===== config.mk =====
export PLATFORM = sky130hd
export DESIGN_NAME = sync_prefix_message_deframer_flat
export DESIGN_NICKNAME = d
export VERILOG_FILES = /design/src/spmd_pkg.sv /design/src/spmd_if.sv /design/src/spmd_cfg.sv /design/src/spmd_match.sv /design/src/spmd_core.sv /design/src/sync_prefix_message_deframer.sv /design/src/flat_wrapper.sv
export SDC_FILE = /design/constraint.sdc
export NUM_CORES = 1
export LEC_CHECK = 0
export BUFFER_PORTS_ARGS = -buffer_cell sky130_fd_sc_hd__buf_2
export CORE_ASPECT_RATIO = 1.1
export CORE_MARGIN = 1
export CORE_UTILIZATION = 35
export CTS_CLUSTER_DIAMETER = 30
export DETAILED_ROUTE_END_ITERATION = 7
export PLACE_DENSITY_LB_ADDON = 0.15
export SETUP_SLACK_MARGIN = 0.02
export SLEW_MARGIN = 15
export SYNTH_ARGS = -nofsm -noshare
export SYNTH_HDL_FRONTEND = slang
export SYNTH_SLANG_ARGS = --single-unit

===== constraint.sdc =====
create_clock -name i_clk -period 5.4 [get_ports i_clk]
set_input_delay 0.54 -clock i_clk [delete_from_list [all_inputs] [get_ports i_clk]]
set_output_delay 0.54 -clock i_clk [all_outputs]
set_load 0.03 [all_outputs]

===== src/spmd_pkg.sv =====
// Shared types, constants and helpers for the sync prefix message deframer.
package spmd_pkg;

    localparam int unsigned NUM_KINDS = 6;

    localparam logic [2:0] KIND_TIME    = 3'd0;
    localparam logic [2:0] KIND_NET     = 3'd1;
    localparam logic [2:0] KIND_RTC     = 3'd2;
    localparam logic [2:0] KIND_SENSOR  = 3'd3;
    localparam logic [2:0] KIND_DISPLAY = 3'd4;
    localparam logic [2:0] KIND_USER    = 3'd5;
    localparam logic [2:0] KIND_NONE    = 3'd7;

    localparam logic [7:0] TIME_LEN    = 8'd11;
    localparam logic [7:0] NET_LEN     = 8'd11;
    localparam logic [7:0] RTC_LEN     = 8'd7;
    localparam logic [7:0] SENSOR_LEN  = 8'd11;
    localparam logic [7:0] DISPLAY_LEN = 8'd7;
    localparam logic [7:0] USER_LEN    = 8'd4;

    localparam logic [7:0] BODY_START = 8'd3;

    localparam logic [1:0] REASON_NONE  = 2'd0;
    localparam logic [1:0] REASON_FULL  = 2'd1;
    localparam logic [1:0] REASON_LIMIT = 2'd2;
    localparam logic [1:0] REASON_CUT   = 2'd3;

    localparam logic [2:0] REG_SYNC_PREFIX   = 3'd0;
    localparam logic [2:0] REG_CODE_TIME     = 3'd1;
    localparam logic [2:0] REG_CODE_NET      = 3'd2;
    localparam logic [2:0] REG_CODE_RTC      = 3'd3;
    localparam logic [2:0] REG_CODE_SENSOR   = 3'd4;
    localparam logic [2:0] REG_CODE_DISPLAY  = 3'd5;
    localparam logic [2:0] REG_CODE_USER     = 3'd6;
    localparam logic [2:0] REG_CAPTURE_LIMIT = 3'd7;

    localparam logic [7:0] CAPTURE_LIMIT_RESET = 8'd64;

    typedef logic [2:0] t_kind;

    typedef struct packed {
        logic [15:0]                 sync_prefix;
        logic [NUM_KINDS-1:0][7:0]   code;
        logic [7:0]                  capture_limit;
    } t_cfg;

    typedef struct packed {
        logic  hit;
        t_kind kind;
    } t_hit;

    function automatic logic [7:0] kind_len(input t_kind kind);
        logic [7:0] len;
        case (kind)
            KIND_TIME:    len = TIME_LEN;
            KIND_NET:     len = NET_LEN;
            KIND_RTC:     len = RTC_LEN;
            KIND_SENSOR:  len = SENSOR_LEN;
            KIND_DISPLAY: len = DISPLAY_LEN;
            KIND_USER:    len = USER_LEN;
            default:      len = USER_LEN;
        endcase
        return len;
    endfunction

endpackage


===== src/spmd_if.sv =====
// Channel interfaces: received bytes, message body beats and register writes.
interface spmd_byte_if;
    logic       valid;
    logic       ready;
    logic [7:0] rx_byte;
    modport source (output valid, output rx_byte, input ready);
    modport sink (input valid, input rx_byte, output ready);
endinterface

interface spmd_msg_if;
    logic       valid;
    logic       ready;
    logic [2:0] msg_kind;
    logic [7:0] byte_offset;
    logic [7:0] body_byte;
    logic       last;
    logic [1:0] end_reason;
    modport source (output valid, output msg_kind, output byte_offset, output body_byte,
                    output last, output end_reason, input ready);
    modport sink (input valid, input msg_kind, input byte_offset, input body_byte,
                  input last, input end_reason, output ready);
endinterface

interface spmd_cfg_if;
    logic        valid;
    logic        ready;
    logic [2:0]  index;
    logic [15:0] data;
    modport source (output valid, output index, output data, input ready);
    modport sink (input valid, input index, input data, output ready);
endinterface


===== src/spmd_cfg.sv =====
// Configuration register file: sync prefix, six type codes and capture limit.
module spmd_cfg (
    input  logic          i_clk,
    input  logic          i_rst_n,
    input  logic          i_wr_en,
    input  logic [2:0]    i_wr_index,
    input  logic [15:0]   i_wr_data,
    output spmd_pkg::t_cfg o_cfg
);

    spmd_pkg::t_cfg r_cfg;

    always_ff @(posedge i_clk) begin
        if (!i_rst_n) begin
            r_cfg.sync_prefix   <= 16'd0;
            r_cfg.code[0]       <= 8'd1;
            r_cfg.code[1]       <= 8'd2;
            r_cfg.code[2]       <= 8'd3;
            r_cfg.code[3]       <= 8'd4;
            r_cfg.code[4]       <= 8'd5;
            r_cfg.code[5]       <= 8'd6;
            r_cfg.capture_limit <= spmd_pkg::CAPTURE_LIMIT_RESET;
        end else if (i_wr_en) begin
            case (i_wr_index)
                spmd_pkg::REG_SYNC_PREFIX:   r_cfg.sync_prefix   <= i_wr_data;
                spmd_pkg::REG_CODE_TIME:     r_cfg.code[0]       <= i_wr_data[7:0];
                spmd_pkg::REG_CODE_NET:      r_cfg.code[1]       <= i_wr_data[7:0];
                spmd_pkg::REG_CODE_RTC:      r_cfg.code[2]       <= i_wr_data[7:0];
                spmd_pkg::REG_CODE_SENSOR:   r_cfg.code[3]       <= i_wr_data[7:0];
                spmd_pkg::REG_CODE_DISPLAY:  r_cfg.code[4]       <= i_wr_data[7:0];
                spmd_pkg::REG_CODE_USER:     r_cfg.code[5]       <= i_wr_data[7:0];
                spmd_pkg::REG_CAPTURE_LIMIT: r_cfg.capture_limit <= i_wr_data[7:0];
                default: ;
            endcase
        end
    end

    assign o_cfg = r_cfg;

endmodule


===== src/spmd_match.sv =====
// Header matcher: prefix compare and first-wins priority over the type codes.
module spmd_match (
    input  spmd_pkg::t_cfg i_cfg,
    input  logic [15:0]    i_window,
    input  logic [7:0]     i_rx_byte,
    output spmd_pkg::t_hit o_hit
);

    logic prefix_ok;

    assign prefix_ok = (i_window == i_cfg.sync_prefix);

    always_comb begin
        o_hit.hit  = 1'b0;
        o_hit.kind = spmd_pkg::KIND_NONE;
        for (int k = spmd_pkg::NUM_KINDS - 1; k >= 0; k--) begin
            if (prefix_ok && (i_rx_byte == i_cfg.code[k])) begin
                o_hit.hit  = 1'b1;
                o_hit.kind = 3'(k);
            end
        end
    end

endmodule


===== src/spmd_core.sv =====
// Message tracker: window, offset and length counters, and the result register.
module spmd_core (
    input  logic           i_clk,
    input  logic           i_rst_n,
    input  spmd_pkg::t_cfg i_cfg,
    input  spmd_pkg::t_hit i_hit,
    input  logic           i_accept,
    input  logic [7:0]     i_rx_byte,
    input  logic           i_out_ready,
    output logic [15:0]    o_window,
    output logic           o_out_valid,
    output logic [2:0]     o_msg_kind,
    output logic [7:0]     o_byte_offset,
    output logic [7:0]     o_body_byte,
    output logic           o_last,
    output logic [1:0]     o_end_reason
);

    logic [15:0]       r_window;
    spmd_pkg::t_kind   r_kind, n_kind;
    logic [7:0]        r_offset, n_offset;
    logic [7:0]        r_remaining, n_remaining;
    logic              r_out_valid;
    logic [2:0]        r_msg_kind;
    logic [7:0]        r_byte_offset;
    logic [7:0]        r_body_byte;
    logic              r_last;
    logic [1:0]        r_end_reason;

    logic              active;
    logic [7:0]        inc_offset;
    logic [7:0]        dec_remaining;
    logic [1:0]        reason;
    logic [1:0]        out_reason;

    assign active        = (r_kind != spmd_pkg::KIND_NONE);
    assign inc_offset    = r_offset + 8'd1;
    assign dec_remaining = r_remaining - 8'd1;

    always_comb begin
        reason = spmd_pkg::REASON_NONE;
        if (dec_remaining == 8'd0) begin
            reason = spmd_pkg::REASON_FULL;
        end else if (({1'b0, inc_offset} + 9'd1) >= {1'b0, i_cfg.capture_limit}) begin
            reason = spmd_pkg::REASON_LIMIT;
        end

        out_reason = reason;
        if (i_hit.hit && (reason == spmd_pkg::REASON_NONE)) begin
            out_reason = spmd_pkg::REASON_CUT;
        end

        n_kind      = r_kind;
        n_offset    = r_offset;
        n_remaining = r_remaining;
        if (i_hit.hit) begin
            n_kind      = i_hit.kind;
            n_offset    = spmd_pkg::BODY_START;
            n_remaining = spmd_pkg::kind_len(i_hit.kind) - spmd_pkg::BODY_START;
        end else if (active) begin
            n_offset    = inc_offset;
            n_remaining = dec_remaining;
            if (reason != spmd_pkg::REASON_NONE) begin
                n_kind = spmd_pkg::KIND_NONE;
            end
        end
    end

    always_ff @(posedge i_clk) begin
        if (!i_rst_n) begin
            r_window    <= 16'd0;
            r_kind      <= spmd_pkg::KIND_NONE;
            r_offset    <= 8'd0;
            r_remaining <= 8'd0;
            r_out_valid <= 1'b0;
        end else begin
            if (i_accept) begin
                r_window    <= {r_window[7:0], i_rx_byte};
                r_kind      <= n_kind;
                r_offset    <= n_offset;
                r_remaining <= n_remaining;
                r_out_valid <= active;
            end else if (i_out_ready) begin
                r_out_valid <= 1'b0;
            end
        end
    end

    // load the result beat
    always_ff @(posedge i_clk) begin
        if (i_accept && active) begin
            r_msg_kind    <= r_kind;
            r_byte_offset <= r_offset;
            r_body_byte   <= i_rx_byte;
            r_last        <= (out_reason != spmd_pkg::REASON_NONE);
            r_end_reason  <= out_reason;
        end
    end

    assign o_window      = r_window;
    assign o_out_valid   = r_out_valid;
    assign o_msg_kind    = r_msg_kind;
    assign o_byte_offset = r_byte_offset;
    assign o_body_byte   = r_body_byte;
    assign o_last        = r_last;
    assign o_end_reason  = r_end_reason;

endmodule


===== src/sync_prefix_message_deframer.sv =====
// Sync prefix message deframer top level.
// A body byte appears on the output in the cycle after its input beat is accepted.
// Throughput: one byte per cycle while the output is not stalled; outside reset
// the input is ready whenever the result register is empty or being drained in the same cycle.
// Reset (synchronous, active low) restores register defaults, clears the
// window and counters, and drops any message in progress.
module sync_prefix_message_deframer (
    input  logic        i_clk,
    input  logic        i_rst_n,
    spmd_byte_if.sink   i_rx,
    spmd_cfg_if.sink    i_cfg,
    spmd_msg_if.source  o_msg
);

    spmd_pkg::t_cfg cfg;
    spmd_pkg::t_hit hit;
    logic [15:0]    window;
    logic           accept;
    logic           out_valid;

    assign i_cfg.ready = i_rst_n;
    assign i_rx.ready  = i_rst_n && (!out_valid || o_msg.ready);
    assign accept      = i_rx.valid && i_rx.ready;

    spmd_cfg u_cfg (
        .i_clk      (i_clk),
        .i_rst_n    (i_rst_n),
        .i_wr_en    (i_cfg.valid),
        .i_wr_index (i_cfg.index),
        .i_wr_data  (i_cfg.data),
        .o_cfg      (cfg)
    );

    spmd_match u_match (
        .i_cfg     (cfg),
        .i_window  (window),
        .i_rx_byte (i_rx.rx_byte),
        .o_hit     (hit)
    );

    spmd_core u_core (
        .i_clk         (i_clk),
        .i_rst_n       (i_rst_n),
        .i_cfg         (cfg),
        .i_hit         (hit),
        .i_accept      (accept),
        .i_rx_byte     (i_rx.rx_byte),
        .i_out_ready   (o_msg.ready),
        .o_window      (window),
        .o_out_valid   (out_valid),
        .o_msg_kind    (o_msg.msg_kind),
        .o_byte_offset (o_msg.byte_offset),
        .o_body_byte   (o_msg.body_byte),
        .o_last        (o_msg.last),
        .o_end_reason  (o_msg.end_reason)
    );

    assign o_msg.valid = out_valid;

endmodule


===== src/flat_wrapper.sv =====
// flat-port wrapper written by rule: the top's interface ports become plain ports
module sync_prefix_message_deframer_flat 
  (i_clk, i_rst_n, i_rx_valid, i_rx_rx_byte, i_rx_ready, i_cfg_valid, i_cfg_index, i_cfg_data, i_cfg_ready, o_msg_valid, o_msg_msg_kind, o_msg_byte_offset, o_msg_body_byte, o_msg_last, o_msg_end_reason, o_msg_ready);
  spmd_byte_if i_rx_i ();
  spmd_cfg_if i_cfg_i ();
  spmd_msg_if o_msg_i ();
  input  logic i_clk;
  input  logic i_rst_n;
  input wire logic [$bits(i_rx_i.valid)-1:0] i_rx_valid;
  input wire logic [$bits(i_rx_i.rx_byte)-1:0] i_rx_rx_byte;
  output wire logic [$bits(i_rx_i.ready)-1:0] i_rx_ready;
  input wire logic [$bits(i_cfg_i.valid)-1:0] i_cfg_valid;
  input wire logic [$bits(i_cfg_i.index)-1:0] i_cfg_index;
  input wire logic [$bits(i_cfg_i.data)-1:0] i_cfg_data;
  output wire logic [$bits(i_cfg_i.ready)-1:0] i_cfg_ready;
  output wire logic [$bits(o_msg_i.valid)-1:0] o_msg_valid;
  output wire logic [$bits(o_msg_i.msg_kind)-1:0] o_msg_msg_kind;
  output wire logic [$bits(o_msg_i.byte_offset)-1:0] o_msg_byte_offset;
  output wire logic [$bits(o_msg_i.body_byte)-1:0] o_msg_body_byte;
  output wire logic [$bits(o_msg_i.last)-1:0] o_msg_last;
  output wire logic [$bits(o_msg_i.end_reason)-1:0] o_msg_end_reason;
  input wire logic [$bits(o_msg_i.ready)-1:0] o_msg_ready;
  assign i_rx_i.valid = i_rx_valid;
  assign i_rx_i.rx_byte = i_rx_rx_byte;
  assign i_rx_ready = i_rx_i.ready;
  assign i_cfg_i.valid = i_cfg_valid;
  assign i_cfg_i.index = i_cfg_index;
  assign i_cfg_i.data = i_cfg_data;
  assign i_cfg_ready = i_cfg_i.ready;
  assign o_msg_valid = o_msg_i.valid;
  assign o_msg_msg_kind = o_msg_i.msg_kind;
  assign o_msg_byte_offset = o_msg_i.byte_offset;
  assign o_msg_body_byte = o_msg_i.body_byte;
  assign o_msg_last = o_msg_i.last;
  assign o_msg_end_reason = o_msg_i.end_reason;
  assign o_msg_i.ready = o_msg_ready;
  sync_prefix_message_deframer u_core (.i_clk(i_clk), .i_rst_n(i_rst_n), .i_rx(i_rx_i), .i_cfg(i_cfg_i), .o_msg(o_msg_i));
endmodule

[Word level (Yosys, flattened, before mapping)]
Index checks and enable logic that the tools add are counted.
Storage, ports and cells
  register bits after elaboration: 130
  input bits: 32
  word-level logic and storage cells: 95
Cells by class
  add/sub/neg operators: 4
  order comparisons: 1
  eq/ne operators: 19
  multiplexer cells: 20
  reduce and logical (&&, ||, !) cells: 33
Operator list (number)
  8-bit == test: 6
  8-bit 2-to-1 mux: 5
  4-bit 2-to-1 mux: 6
  2-bit AND reduction: 9
  16-bit == test: 1
  3-bit == test, second input constant: 5
  3-bit by 2-bit == test with 1-bit output, second input constant: 4
  1-bit logical AND: 10
  2-bit nonzero test: 5
  8-bit by 1-bit adder with 9-bit output, second input constant: 1
  9-bit by 8-bit >= comparator with 1-bit output: 1
  3-bit 2-to-1 mux: 3
  8-bit by 1-bit adder with 8-bit output, second input constant: 1
  8-bit logical NOT: 1
  4-bit one-hot mux with 2 select lines: 1
  8-bit by 1-bit subtractor with 8-bit output, second input constant: 1
  8-bit by 2-bit subtractor with 8-bit output, second input constant: 1
  3-bit by 1-bit == test with 1-bit output, second input constant: 2
  3-bit logical NOT: 2
  2-bit 2-to-1 mux: 3
  3-bit inequality test, second input constant: 1
  3-bit AND reduction: 1
  3-bit OR reduction: 1
  2-bit logical NOT: 1
  4 further kinds: 5

[Depth between registers and ports, before layout]
  depth in word-level cells: 14
  depth in mapped cells: 14

[By module]
A second synthesis with hierarchy kept.
Second synthesis, totals
  cells, all modules: 659
  area total of the unflattened synthesis: 6528.8 µm²
Modules (own cells, without submodules)
  spmd_core: times used 1, cells an instance 290, area each 2936.6 µm², sequential area each 1381.3 µm²
  spmd_cfg: times used 1, cells an instance 262, area each 2738.9 µm², sequential area each 1441.4 µm²
  spmd_match: times used 1, cells an instance 103, area each 827.0 µm², sequential area each 0.0 µm²
  sync_prefix_message_deframer: times used 1, cells an instance 4, area each 26.3 µm², sequential area each 0.0 µm²

[Worst setup path after synthesis]
Ideal clock, no wire load.
  path type: reg-to-reg
  start point: register u_core.u_core.r_offset[0]
  end point: register u_core.u_core.r_last (netlist: u_core.u_core.o_last), data pin
  arrival time: 2606 ps
  data required time: 5145 ps
  path slack: 2539 ps
  cell stages (with the launch flop): 15
  path buffers: 1
  period minus slack after synthesis: 2861 ps
  path through: dfxtp_1 -> buf_2 -> inv_1 -> ha_1 -> a21o_1 -> a22o_1 -> a32oi_1 -> xnor2_1 -> ha_1 -> a211oi_1 -> o21ai_0 -> o22a_1 -> or2_2 -> nor2_1 -> nand2_1
Between the ends
  longest elaborated chain between the ends: 9
RTL lines
  start: declaration: line spmd_core.sv:21  | logic [7:0] r_offset, n_offset;
  start signal: assignment: line spmd_core.sv:80  | r_offset <= n_offset;
  8-bit by 1-bit adder with 8-bit output (*): line spmd_core.sv:37  | assign inc_offset = r_offset + 8'd1;
  8-bit by 1-bit adder with 9-bit output (*): line spmd_core.sv:44  | end else if (({1'b0, inc_offset} + 9'd1) >= {1'b0, i_cfg.capture_limit}) begin
  9-bit by 8-bit >= comparator with 1-bit output (*): line spmd_core.sv:44
  2-bit 2-to-1 mux (*): line spmd_core.sv:44
  2-bit 2-to-1 mux (*): line spmd_core.sv:42  | if (dec_remaining == 8'd0) begin
  2-bit logical NOT: line spmd_core.sv:49  | if (i_hit.hit && (reason == spmd_pkg::REASON_NONE)) begin
  1-bit logical AND: line spmd_core.sv:49
  2-bit 2-to-1 mux (*): line spmd_core.sv:49
  2-bit nonzero test (*): line spmd_core.sv:95  | r_last <= (out_reason != spmd_pkg::REASON_NONE);
  end signal: assignment: line spmd_core.sv:95
  end: declaration: line spmd_core.sv:27  | logic r_last;
Every way passes the cells marked *; elsewhere a longest branch is shown, timed or not.
A chain may end at the register's enable or synchronous reset.

[Worst setup path after layout]
  start point: register u_core.u_core.r_offset[0]
  end point: register u_core.u_core.r_kind[1]
Between the ends
  longest elaborated chain between the ends: 8
RTL lines
  8-bit by 1-bit adder with 8-bit output: line spmd_core.sv:37
  8-bit by 1-bit adder with 9-bit output: line spmd_core.sv:44
  9-bit by 8-bit >= comparator with 1-bit output: line spmd_core.sv:44
  2-bit 2-to-1 mux: line spmd_core.sv:44
  2-bit 2-to-1 mux: line spmd_core.sv:42
  2-bit nonzero test: line spmd_core.sv:63  | if (reason != spmd_pkg::REASON_NONE) begin
  2-bit nonzero test (no source line)
  3-bit AND reduction (no source line)
  end signal: assignment: line spmd_core.sv:72  | r_kind <= spmd_pkg::KIND_NONE;
  end signal: assignment: line spmd_core.sv:79  | r_kind <= n_kind;
  end: declaration: line spmd_core.sv:20  | spmd_pkg::t_kind r_kind, n_kind;
No other way between the ends.

==> results.txt <==
Hold Crit Start = i_cfg_data[8]
Hold depth = 3
Clock Sink Count = 130
Final nets = 808
Tot Pwr = 2.38 mW
Wl on met1 = 7.46 mm
Crit-path max FO = 10
Met2 wire length = 7.18 mm
Top cells by area, synth = dfxtp_1 (35%), nand2_1 (12%), edfxtp_1 (11%), xnor2_1 (8.4%), a21oi_1 (6.1%)
Yosys cell types = 54
Reg-to-reg startpoint = u_core.u_core.r_offset[0]
WL per Instance = 15.4 µm
Dpl cell area = 6560 µm²
Ys flop type = dfxtp_1
Min Tclk post-route = 3230 ps
Cell area after synthesis = 6150 µm²
Final core occ = 0.421
Max Used Layer = met4
FF-to-FF path depth = 13
I/O pins = 57
Worst-path clk slew = 50 ps
Clk Latency, worst-skew pair = 420 ps
Worst Skew = 7.63 ps
Synth warnings = 0
Core Area = 17100 µm²
Largest net degree at the start of global routing = 57
Rows = 50
IO buf count = 56
Initial antenna violation count = 0
Total wire length = 15.5 mm
Detailed-route vias per instance = 4.94
CTS H-tree lvls = 4
Fmax = 310 MHz
Max_cap viols = 0
Final Cycle Share = 0.597
Syn Inst Count = 728
Endpoint class of the critical path = flop
Num CTS Buffers = 17
Asr flop ratio synth = 0
Reg2reg end = u_core.u_core.r_kind[1]
Area added between synthesis and finish = 16.8%
Setup TNS = 0 ps
# Post-CTS Setup Buffers = 0
Pwr per Cell Area = 331 nW/µm²
Width of the die = 128 µm
Detail Placement HPWL = 10.4 mm
Starting Density = 0.360
Remaining Overflow, GRT = 0
GRT Resource Usage Total = 0.183
CTS Buffer Depth = 2
CTS tree = done
DR DRC count = 0
Global-route wire length before repair = 25.0 mm
Outcome = completed
Worst slew pin tran = 1090 ps
CP required = 5740 ps
Max Slew Vio Count = 0
Post-synthesis area per instance = 8.45 µm²
Cell accounting for the most synthesized area = dfxtp_1
Syn_nets = 772
Hold EP = u_core.u_cfg.o_cfg[64]
Design Area, Final = 7180 µm²
Post-synthesis sequential area ratio = 0.459
# hold bufs at CTS = 0
First DRT Iteration DRCs = 263
Share of the synthesized area in the top cell type = 0.351
Critical Path AT = 3560 ps
Layout cell share with drive strength beyond 1 = 0.133
Die height = 141 µm
Crit Path Category = flop to flop
EDFF count, synth = 22
Die ar. = 18100 µm²
Maximum VDD drop = 0.000220 V
Min-Delay Path Class = primary input to flop
Slew headroom = 0.271
Leakage = 2.62 nW
DR vias = 4999
DR pass1 iterations = 4
Antenna cells = 0
Final hold viol count = 0
Vias in the first global route = 4722
Wire length on met3 = 664 µm
Yosys reg bits = 130
R2r setup slk = 2170 ps
DRT antenna net count = 0
Setup Viol. Count Final = 0
Root Buffer = clkbuf_16
RSZ-0062 raised after global routing = false
Post_cts resized = 0
Startpoint Class = flop
RD Place Congestion = 0.838
-- placed cells by master (no fill, tap or decap), drive strengths merged, types with 2 or more instances in the layout --
master / synthesis / routed
a2bb2oi: 5 / 5
nor2: 37 / 37
nor3b: 4 / 4
or2: 2 / 2
buf: 22 / 59
nand3: 19 / 19
and3: 2 / 2
a211oi: 4 / 4
a21oi: 75 / 75
nand4: 15 / 15
a31oi: 2 / 2
a32oi: 2 / 2
o21bai: 2 / 2
a22o: 3 / 3
edfxtp: 22 / 22
o31ai: 2 / 2
clkbuf: 20 / 28
xnor2: 59 / 59
xor2: 23 / 23
a211o: 2 / 2
bufinv: 0 / 3
a21o: 4 / 4
or3: 2 / 2
o21ai: 22 / 22
nor4: 9 / 9
nand2: 196 / 196
inv: 15 / 15
and2: 2 / 2
nor2b: 6 / 6
dfxtp: 108 / 108
mux2i: 3 / 3
nor3: 9 / 9
or4: 2 / 2
nand2b: 8 / 8
ha: 12 / 12
-- routing by layer --
metal | vias up | global-route usage
met5 | - | 0
met4 | 0 | 0.0718
met3 | 19 | 0.0376
met2 | 97 | 0.288
met1 | 2362 | 0.246
li1 | 2521 | -
-- critical path, cell delays in order, from the launching register on --
cell and delay (ps):
dfxtp_1 520, ha_1 440, nand3_1 200, nor3b_1 240, o31ai_1 120, nor2_1 130, xnor2_1 90, ha_1 300
nand4_1 110, nor3_1 260, o22a_1 220, nor3_1 60, o21ai_2 220, mux2i_1 230
-- metrics by stage --
step	hold WS [ps]	setup WS [ps]	cells
after floorplan	403	2540	728
after global placement	444	2280	979
after detailed placement	451	2200	979
after CTS	347	2160	1011
after global routing	355	1860	1011
final	358	2170	1011
-- synthesized netlist by cell type, drive strengths merged (3+ instances only) --
cell type,count
a21oi,75
o21ai,22
xnor2,59
nor3,9
a2bb2oi,5
ha,12
nand2b,8
a21o,4
a22o,3
inv,15
nand2,196
a211oi,4
nor3b,4
nor4,9
buf,22
nor2b,6
nand3,19
dfxtp,108
nor2,37
xor2,23
nand4,15
edfxtp,22
mux2i,3
clkbuf,20
-- cell families (layout without fill, tap and decap cells) --
| logic type | count (synthesis) | after routing | synth area share |
|---|---|---|---|
| AND/OR/NAND/NOR | 315 | 315 | 0.231 |
| buffers and inverters | 57 | 106 | 0.0407 |
| flip-flops | 130 | 130 | 0.459 |
| AO/OA/AOI/OAI | 129 | 129 | 0.123 |
| multiplexers | 3 | 3 | 0.00488 |
| XOR/XNOR | 82 | 82 | 0.117 |
| adder cells (fa/ha/maj) | 12 | 12 | 0.0244 |
-- sequential cells by signal, indices dropped and copies added (netlist names) --
register                     flops
u_core.u_cfg.o_cfg              72
u_core.u_core.o_body_byte        8
u_core.u_core.o_byte_offset      8
u_core.u_core.o_end_reason       2
u_core.u_core.o_last             1
u_core.u_core.o_msg_kind         3
u_core.u_core.o_out_valid        1
u_core.u_core.o_window          16
u_core.u_core.r_kind             3
u_core.u_core.r_offset           8
u_core.u_core.r_remaining        8
-- worst max path at each step --
| stage | from | depth (start not counted) | slack (ps) | to |
|---|---|---|---|---|
| 5_1_grt | u_core.u_core.r_offset[0] | 13 | 1860 | u_core.u_core.r_kind[1] |
| 4_1_cts | u_core.u_core.r_offset[0] | 13 | 2160 | u_core.u_core.r_kind[1] |
| 3_3_place_gp | i_rst_n | 10 | 2280 | u_core.u_core.r_offset[2] |
| 2_1_floorplan | u_core.u_core.r_offset[0] | 14 | 2540 | u_core.u_core.o_last |
| 3_5_place_dp | u_core.u_core.r_offset[0] | 13 | 2200 | u_core.u_core.r_kind[1] |
| 6_report | u_core.u_core.r_offset[0] | 13 | 2170 | u_core.u_core.r_kind[1] |
-- report_power, final --
part | internal (mW) | switching [mW]
registers | 1.00 | 0.0141
clock network | 0.800 | 0.408
logic | 0.0558 | 0.0989
-- layout make-up --
type	instances	area, µm²
timing repair buffer	59	303
inverter	15	58.8
multi-input combinational	541	3080
clock inverter	4	95.1
fill	1733	9900
sequential	130	2820
tap	234	293
clock buffer	28	527
Note: power is estimated with default switching activity, not from simulation.
